### src/rtl/pmc_pkg.sv
// Package for the PS/2 mouse packet cursor block.
// Holds the shared packet type, register indexes and default sizes.
// No dependencies.
package pmc_pkg;

	localparam int MAX_DELTA_DEFAULT  = 32;
	localparam int COORD_BITS_DEFAULT = 12;

	localparam int BYTE_BITS  = 8;
	localparam int BTN_BITS   = 3;
	localparam int CFG_DATA_W = 13;
	localparam int CFG_IDX_W  = 2;

	localparam logic [BYTE_BITS-1:0] SYNC_MASK = 8'h08;
	localparam logic [BYTE_BITS-1:0] OVF_MASK  = 8'hC0;

	localparam int RESET_WIDTH  = 1024;
	localparam int RESET_HEIGHT = 768;
	localparam int RESET_POS_X  = 512;
	localparam int RESET_POS_Y  = 384;

	typedef enum logic [CFG_IDX_W-1:0] {
		REG_SCREEN_WIDTH  = 2'd0,
		REG_SCREEN_HEIGHT = 2'd1
	} pmc_reg_t;

	// One complete packet that passed the overflow check.
	typedef struct packed {
		logic [BTN_BITS-1:0]  buttons;
		logic [BYTE_BITS-1:0] x_byte;
		logic [BYTE_BITS-1:0] y_byte;
	} pmc_packet_t;

endpackage

### src/rtl/pmc_assembler.sv
// Byte framer: collects header, X and Y bytes into one packet register.
// Depends on pmc_pkg.
module pmc_assembler (
	input  logic                           clk,
	input  logic                           arst_n,
	input  logic                           byte_valid,
	input  logic [pmc_pkg::BYTE_BITS-1:0]  byte_data,
	input  logic                           pkt_take,
	output logic                           pkt_valid,
	output pmc_pkg::pmc_packet_t           pkt
);

	typedef enum logic [1:0] {
		PH_HEADER,
		PH_X,
		PH_Y
	} phase_t;

	phase_t                        phase_q;
	logic [pmc_pkg::BYTE_BITS-1:0] header_q;
	logic [pmc_pkg::BYTE_BITS-1:0] x_byte_q;
	logic                          pkt_valid_s1;
	pmc_pkg::pmc_packet_t          pkt_s1;
	logic                          hdr_ovf;
	logic                          pkt_load;

	assign hdr_ovf   = |(header_q & pmc_pkg::OVF_MASK);
	// Packets with an overflow flag produce no item.
	assign pkt_load  = byte_valid && (phase_q == PH_Y) && !hdr_ovf;
	assign pkt_valid = pkt_valid_s1;
	assign pkt       = pkt_s1;

	always_ff @(posedge clk or negedge arst_n) begin
		if (!arst_n) begin
			phase_q      <= PH_HEADER;
			pkt_valid_s1 <= 1'b0;
		end else begin
			if (pkt_load)
				pkt_valid_s1 <= 1'b1;
			else if (pkt_take)
				pkt_valid_s1 <= 1'b0;
			if (byte_valid) begin
				case (phase_q)
					PH_X: begin
						phase_q <= PH_Y;
					end
					PH_Y: begin
						phase_q <= PH_HEADER;
					end
					default: begin
						if (|(byte_data & pmc_pkg::SYNC_MASK))
							phase_q <= PH_X;
						else
							phase_q <= PH_HEADER;
					end
				endcase
			end
		end
	end

	always_ff @(posedge clk) begin
		if (byte_valid) begin
			case (phase_q)
				PH_X: begin
					x_byte_q <= byte_data;
				end
				PH_Y: begin
					pkt_s1.buttons <= header_q[pmc_pkg::BTN_BITS-1:0];
					pkt_s1.x_byte  <= x_byte_q;
					pkt_s1.y_byte  <= byte_data;
				end
				default: begin
					header_q <= byte_data;
				end
			endcase
		end
	end

endmodule

### src/rtl/pmc_cursor.sv
// Cursor update: saturates the deltas, moves and clamps the cursor, and
// holds the result register. Depends on pmc_pkg.
module pmc_cursor #(
	parameter int MAX_DELTA  = pmc_pkg::MAX_DELTA_DEFAULT,
	parameter int COORD_BITS = pmc_pkg::COORD_BITS_DEFAULT
) (
	input  logic                           clk,
	input  logic                           arst_n,
	input  logic                           pkt_valid,
	input  pmc_pkg::pmc_packet_t           pkt,
	input  logic [COORD_BITS:0]            bound_x,
	input  logic [COORD_BITS:0]            bound_y,
	output logic                           pkt_take,
	output logic                           out_valid,
	input  logic                           out_ready,
	output logic [COORD_BITS-1:0]          cursor_x,
	output logic [COORD_BITS-1:0]          cursor_y,
	output logic [pmc_pkg::BTN_BITS-1:0]   buttons
);

	localparam int SUM_W = COORD_BITS + 2;
	localparam logic signed [7:0] DMAX = 8'(MAX_DELTA);
	localparam logic signed [7:0] DMIN = -8'(MAX_DELTA);
	localparam logic [COORD_BITS-1:0] POS_X_RST = COORD_BITS'(pmc_pkg::RESET_POS_X);
	localparam logic [COORD_BITS-1:0] POS_Y_RST = COORD_BITS'(pmc_pkg::RESET_POS_Y);

	logic [COORD_BITS-1:0]        pos_x_q, pos_y_q;
	logic                         out_valid_q;
	logic [COORD_BITS-1:0]        out_x_q, out_y_q;
	logic [pmc_pkg::BTN_BITS-1:0] out_btn_q;
	logic signed [7:0]            dx_raw, dy_raw, dx, dy;
	logic signed [SUM_W-1:0]      sum_x, sum_y;
	logic [COORD_BITS-1:0]        next_x, next_y;

	assign dx_raw = pkt.x_byte;
	assign dy_raw = pkt.y_byte;

	always_comb begin
		if (dx_raw > DMAX)
			dx = DMAX;
		else if (dx_raw < DMIN)
			dx = DMIN;
		else
			dx = dx_raw;
		if (dy_raw > DMAX)
			dy = DMAX;
		else if (dy_raw < DMIN)
			dy = DMIN;
		else
			dy = dy_raw;
	end

	// Screen y grows downward, so the mouse y delta is subtracted.
	assign sum_x = $signed({2'b00, pos_x_q}) + SUM_W'(dx);
	assign sum_y = $signed({2'b00, pos_y_q}) - SUM_W'(dy);

	always_comb begin
		if (sum_x < 0)
			next_x = '0;
		else if (sum_x >= $signed({1'b0, bound_x}))
			next_x = COORD_BITS'(bound_x - 1'b1);
		else
			next_x = sum_x[COORD_BITS-1:0];
		if (sum_y < 0)
			next_y = '0;
		else if (sum_y >= $signed({1'b0, bound_y}))
			next_y = COORD_BITS'(bound_y - 1'b1);
		else
			next_y = sum_y[COORD_BITS-1:0];
	end

	assign pkt_take  = pkt_valid && (!out_valid_q || out_ready);
	assign out_valid = out_valid_q;
	assign cursor_x  = out_x_q;
	assign cursor_y  = out_y_q;
	assign buttons   = out_btn_q;

	always_ff @(posedge clk or negedge arst_n) begin
		if (!arst_n) begin
			out_valid_q <= 1'b0;
			pos_x_q     <= POS_X_RST;
			pos_y_q     <= POS_Y_RST;
		end else begin
			if (pkt_take) begin
				out_valid_q <= 1'b1;
				pos_x_q     <= next_x;
				pos_y_q     <= next_y;
			end else if (out_ready) begin
				out_valid_q <= 1'b0;
			end
		end
	end

	always_ff @(posedge clk) begin
		if (pkt_take) begin
			out_x_q   <= next_x;
			out_y_q   <= next_y;
			out_btn_q <= pkt.buttons;
		end
	end

endmodule

### src/rtl/ps2_mouse_packet_cursor.sv
// Top level of the PS/2 mouse packet cursor: bound registers, framer and
// cursor update. Depends on pmc_pkg, pmc_assembler and pmc_cursor.
//
//  Channel | Direction | Handshake          | Carries
//  s_*     | in        | s_tvalid/s_tready  | one mouse byte per item
//  m_*     | out       | m_tvalid/m_tready  | cursor position and buttons
//  cfg_*   | in        | cfg_valid/cfg_ready| bound register writes
//
// One byte is taken per cycle while s_tready is high. The third byte of a good
// packet is stored in the packet register and then in the result register,
// which presents it as an item. Reset puts the cursor at 512,384 and the
// bounds at 1024 by 768. A stalled output holds one item in the result
// register and one in the packet register before s_tready drops.
module ps2_mouse_packet_cursor #(
	parameter int MAX_DELTA  = pmc_pkg::MAX_DELTA_DEFAULT,
	parameter int COORD_BITS = pmc_pkg::COORD_BITS_DEFAULT,
	localparam int OUT_W = ((2 * COORD_BITS + pmc_pkg::BTN_BITS + 7) / 8) * 8
) (
	input  logic                            clk,
	input  logic                            arst_n,
	input  logic                            s_tvalid,
	output logic                            s_tready,
	input  logic [7:0]                      s_tdata,   // [7:0] data_byte
	output logic                            m_tvalid,
	input  logic                            m_tready,
	// cursor_x, cursor_y, btn_left, btn_right, btn_middle, zero fill
	output logic [OUT_W-1:0]                m_tdata,
	input  logic                            cfg_valid,
	output logic                            cfg_ready,
	input  logic [pmc_pkg::CFG_IDX_W-1:0]   cfg_index,
	input  logic [pmc_pkg::CFG_DATA_W-1:0]  cfg_data
);

	localparam int LIMIT = 2 ** COORD_BITS;
	localparam logic [COORD_BITS:0] W_RST = (COORD_BITS+1)'(
		(pmc_pkg::RESET_WIDTH > LIMIT) ? LIMIT : pmc_pkg::RESET_WIDTH);
	localparam logic [COORD_BITS:0] H_RST = (COORD_BITS+1)'(
		(pmc_pkg::RESET_HEIGHT > LIMIT) ? LIMIT : pmc_pkg::RESET_HEIGHT);

	logic [COORD_BITS:0]          bound_x_q, bound_y_q;
	logic [COORD_BITS:0]          cfg_bound;
	logic                         pkt_valid, pkt_take, in_accept;
	pmc_pkg::pmc_packet_t         pkt;
	logic [COORD_BITS-1:0]        cursor_x, cursor_y;
	logic [pmc_pkg::BTN_BITS-1:0] buttons;

	assign cfg_ready = 1'b1;
	// Bounds above the coordinate range act as the full range.
	assign cfg_bound = (int'(cfg_data) > LIMIT) ? (COORD_BITS+1)'(LIMIT)
	                                            : (COORD_BITS+1)'(cfg_data);

	always_ff @(posedge clk or negedge arst_n) begin
		if (!arst_n) begin
			bound_x_q <= W_RST;
			bound_y_q <= H_RST;
		end else if (cfg_valid && cfg_data != '0) begin
			case (cfg_index)
				pmc_pkg::REG_SCREEN_WIDTH:  bound_x_q <= cfg_bound;
				pmc_pkg::REG_SCREEN_HEIGHT: bound_y_q <= cfg_bound;
				default: ;
			endcase
		end
	end

	assign s_tready  = !pkt_valid || pkt_take;
	assign in_accept = s_tvalid && s_tready;

	pmc_assembler u_assembler (
		.clk        (clk),
		.arst_n     (arst_n),
		.byte_valid (in_accept),
		.byte_data  (s_tdata),
		.pkt_take   (pkt_take),
		.pkt_valid  (pkt_valid),
		.pkt        (pkt)
	);

	pmc_cursor #(
		.MAX_DELTA  (MAX_DELTA),
		.COORD_BITS (COORD_BITS)
	) u_cursor (
		.clk       (clk),
		.arst_n    (arst_n),
		.pkt_valid (pkt_valid),
		.pkt       (pkt),
		.bound_x   (bound_x_q),
		.bound_y   (bound_y_q),
		.pkt_take  (pkt_take),
		.out_valid (m_tvalid),
		.out_ready (m_tready),
		.cursor_x  (cursor_x),
		.cursor_y  (cursor_y),
		.buttons   (buttons)
	);

	assign m_tdata = OUT_W'({buttons, cursor_y, cursor_x});

endmodule
### config.mk
export PLATFORM = sky130hd
export DESIGN_NAME = ps2_mouse_packet_cursor
export DESIGN_NICKNAME = d
export VERILOG_FILES = /design/src/rtl/pmc_pkg.sv /design/src/rtl/pmc_assembler.sv /design/src/rtl/pmc_cursor.sv /design/src/rtl/ps2_mouse_packet_cursor.sv
export SDC_FILE = /design/constraint.sdc
export NUM_CORES = 1
export LEC_CHECK = 0
export BUFFER_PORTS_ARGS = -buffer_cell sky130_fd_sc_hd__buf_2
export CAP_MARGIN = 30
export CORE_MARGIN = 8
export CORE_UTILIZATION = 51
export CTS_CLUSTER_DIAMETER = 120
export DETAILED_ROUTE_END_ITERATION = 6
export GPL_TIMING_DRIVEN = 0
export PLACE_DENSITY = 0.72
export SLEW_MARGIN = 20
export SYNTH_ARGS = -nofsm -noshare
export SYNTH_HDL_FRONTEND = slang
export SYNTH_HIERARCHICAL = 1
export SYNTH_SLANG_ARGS = --single-unit
### constraint.sdc
create_clock -name clk -period 6.74 [get_ports clk]
set_input_delay 2.022 -clock clk [delete_from_list [all_inputs] [get_ports clk]]
set_output_delay 2.022 -clock clk [all_outputs]
set_load 0.01 [all_outputs]
==> results by group <==
Power
  – VDD IR max: 387 µV
  – Leakage: 3.43 nW
  – Power per cell area: between 500 and 600 mW/mm²

Logic synthesis
  – Synthesized flop and latch total: between 100 and 150
  – Synth area leaders: edfxtp_1 (26%), dfrtp_1 (18%), ha_1 (11%)
  – Sequential area share after synthesis: 45.9%
  – Yosys top cell area share: about 26%
  – Synth area leader: edfxtp_1
  – Cells after Synth: ~630
  – Async SR Flop Fraction: between 40% and 50%
  – Post-synthesis cell type count: between 60 and 70
  – Synth Flop Type: edfxtp_1
  – Cell Area, Synth: between 0.006 and 0.007 mm²
  – YS warnings: 6
  – Syn_area_per_cell: roughly 11 µm²
  – Post-synth EDFFs: 59

Floorplan
  – Die W: around 130 µm
  – Die Y: between 100 and 150 µm
  – Die ar.: roughly 0.017 mm²
  – Io pins: 63
  – Initial Utilization: between 50% and 60%
  – Core area: around 0.013 mm²
  – Row Count: 42

GRT
  – GRT Overall Usage: a little under a fifth
  – Vias in the first global route: roughly 5,300
  – Largest net degree at the start of global routing: 55
  – Initial antenna violation count: 0
  – Total global routing overflow: 0
  – First-pass GRT wire length: 26,200 µm

Routing
  – First-pass DRT Iterations: 4
  – Routed Antenna Nets: 0
  – DR iter-0 viols: 341
  – Routed vias/inst: roughly 5.5
  – Wire length per cell: 17.5 µm
  – Drt drc: 0
  – Detailed Route WL: around 16,000 µm
  – Vias: between 4,000 and 5,000

Layout
  – Most common cell after layout, fill and taps aside: ha_1
  – Fillers: between 1,000 and 1,500
  – Design Area, Final: between 0.007 and 0.008 mm²
  – Commonest non-fill, non-tap cells in the layout: ha_1 (60), edfxtp_1 (59), buf_2 (57), nand2_1 (54), inv_1 (52)
  – Post-layout util: about three fifths
  – Share of layout cells above drive strength 1: between 20% and 30%
  – Non-Filler Instances: between 800 and 900
  – Multi-input gate area: about 0.0034 mm²
  – Register area: approximately 0.0031 mm²
  – Nets: 800
  – Layout area overhead: 16.7%
  – Antenna diodes: 0

CTS
  – Worst-path clk slew: around 0.05 ns
  – H-tree lvl count: 4
  – Clock Latency Late Sink: 0.41 ns
  – Post-CTS Setup Inserts: 0
  – Post_cts resized: 0
  – TritonCTS Buffers: 17
  – Cts-stage hold buffer count: 0
  – Clock Tree Root: clkbuf_16
  – Clock Path Buffers: 2
  – CTS tree: built
  – Sink Count: roughly 110

Setup path
  – Peak fanout along the critical path: 10
  – Setup Crit Path Kind: flip-flop to flip-flop
  – Crit path arrival time: approximately 5.8 ns
  – CP endpoint kind: flip-flop
  – Critical Path RT: roughly 6.9 ns
  – Worst setup SP type: flip-flop

STA
  – Final Cycle Share: between 80% and 90%
  – Slew Limit Fails: 0
  – Post-layout min period: around 5.6 ns
  – Final Skew: just under 0.007 ns
  – Final Hold Viols: 0
  – Final hold slack: between 0.4 and 0.5 ns
  – Endpoints failing setup: 0
  – Slew margin rel.: between 40% and 50%
  – Unrepaired setup endpoints after global routing: false
  – Setup TNS: 0 ns
  – Worst-Margin Slew: 0.898 ns
  – FMAX: approximately 180 MHz

Placed design
  – PortBufs: 56
  – Routability Congestion: between 0.9 and 1
  – Post-placement cell count: approximately 870
  – HPWL after detailed placement: about 11,000 µm
  – Area after DPL: ~0.0073 mm²

Run status
  – Status: finished clean

Worst hold path
  – Worst hold path type: flip-flop to flip-flop

Flow run
  – Max-cap violations: 0
-- routing by layer --
| metal | GRT usage (%) | vias to the layer above | wire length, µm |
|---|---|---|---|
| li1 | - | 2407 | - |
| met2 | 32.9 | 117 | 8120 |
| met1 | 21.2 | 2402 | 6360 |
| met4 | 8.81 | 0 | 440 |
| met3 | 4.34 | 39 | 800 |
| met5 | 0 | - | 0 |
-- worst paths after layout --
kind | from | endpoint | slack, ns | depth (start not counted)
worst max-delay path | u_assembler/pkt[0] | u_cursor/cursor_y[5] | 1.13 | 22
worst min-delay path | u_assembler/pkt[16] | u_cursor/buttons[0] | 0.42 | 0
worst max register to register | u_assembler/pkt[0] | u_cursor/cursor_y[5] | 1.13 | 22
worst min register to register | u_assembler/pkt[16] | u_cursor/buttons[0] | 0.42 | 0
max in group asynchronous | arst_n | u_assembler/phase_q[1] | 4.57 | 1
min in group asynchronous | arst_n | u_cursor/pos_x_q[10] | 1.67 | 1
-- registers in the layout, indices dropped and copies added, names as in the netlist --
signal	cells
bound_y_q	13
u_cursor/out_valid	1
u_cursor/pos_y_q	12
bound_x_q	13
u_assembler/header_q	5
u_assembler/x_byte_q	8
u_assembler/pkt_valid	1
u_cursor/pos_x_q	12
u_assembler/phase_q	2
u_cursor/cursor_x	12
u_assembler/pkt	19
u_cursor/cursor_y	12
u_cursor/buttons	3
-- final cells by class --
| cell class | count | area share, % |
|---|---|---|
| Buffer | 22 | 1.87 |
| Clock buffer | 27 | 7.39 |
| Clock inverter | 5 | 0.393 |
| Inverter | 53 | 2.50 |
| Multi-Input combinational cell | 447 | 42.2 |
| Sequential cell | 113 | 39.4 |
| Tap cell | 176 | 2.77 |
| Timing Repair Buffer | 56 | 3.56 |
-- critical path: stages (launching register included) --
cell       delay, ns
edfxtp_1        0.40
or4_1           0.54
o21ai_1         0.13
a21oi_1         0.15
nor2_1          0.26
and2_1          0.18
ha_1            0.18
fa_1            0.22
nor2b_1         0.08
o2111a_1        0.25
o211ai_1        0.21
a21oi_1         0.14
or3_1           0.37
and2_1          0.17
ha_1            0.28
o21a_1          0.11
o21a_1          0.13
o2111ai_1       0.12
o21ai_1         0.43
clkbuf_1        0.47
nand2_1         0.11
o21ai_0         0.23
nor2_1          0.14
-- through the flow --
stage	power, mW	worst slack (ns)
floorplan	2.71	1.83
global placement	3.23	1.35
detailed placement	3.30	1.29
CTS	4.26	1.23
global route	4.57	0.786
finish	4.26	1.13
-- power breakdown --
part,total [mW],switching (mW),internal (mW)
combinational,2.23,1.39,0.841
clock,0.908,0.311,0.597
sequential,1.12,0.100,1.02
total,4.26,1.80,2.46
-- Yosys cell counts, drive strengths merged (2+ instances only) --
library cell   n
nand2         54
clkbuf         8
a22o           6
o2bb2ai        5
o31ai         14
a211o          2
ha            60
nor2          49
a21oi         22
a22oi          2
nor3b          5
and3           3
o21a           7
or3            3
o211a          2
o21ai         29
xnor2         36
dfrtp         48
nor3          15
edfxtp        59
fa             2
a211oi        13
o21bai         2
buf           14
conb           2
nor4           5
a21o           6
nand3         13
xor2           7
dfstp          6
or4            2
nor2b         11
and2          12
nand4          5
mux2          25
o2111ai        2
a221oi         2
inv           53
o211ai         4
nand2b         6
-- logic make-up after synthesis --
| family | after synthesis | share of synthesized area (%) |
|---|---|---|
| mux | 26 | 4.83 |
| xor+xnor | 43 | 5.80 |
| simple gates | 185 | 13.3 |
| other cells | 2 | 0.110 |
| compound gates | 125 | 13.4 |
| fa+ha+maj | 62 | 11.6 |
| buf+inv | 75 | 5.10 |
| flops | 113 | 45.9 |
Power figures use the tool's default switching activity.
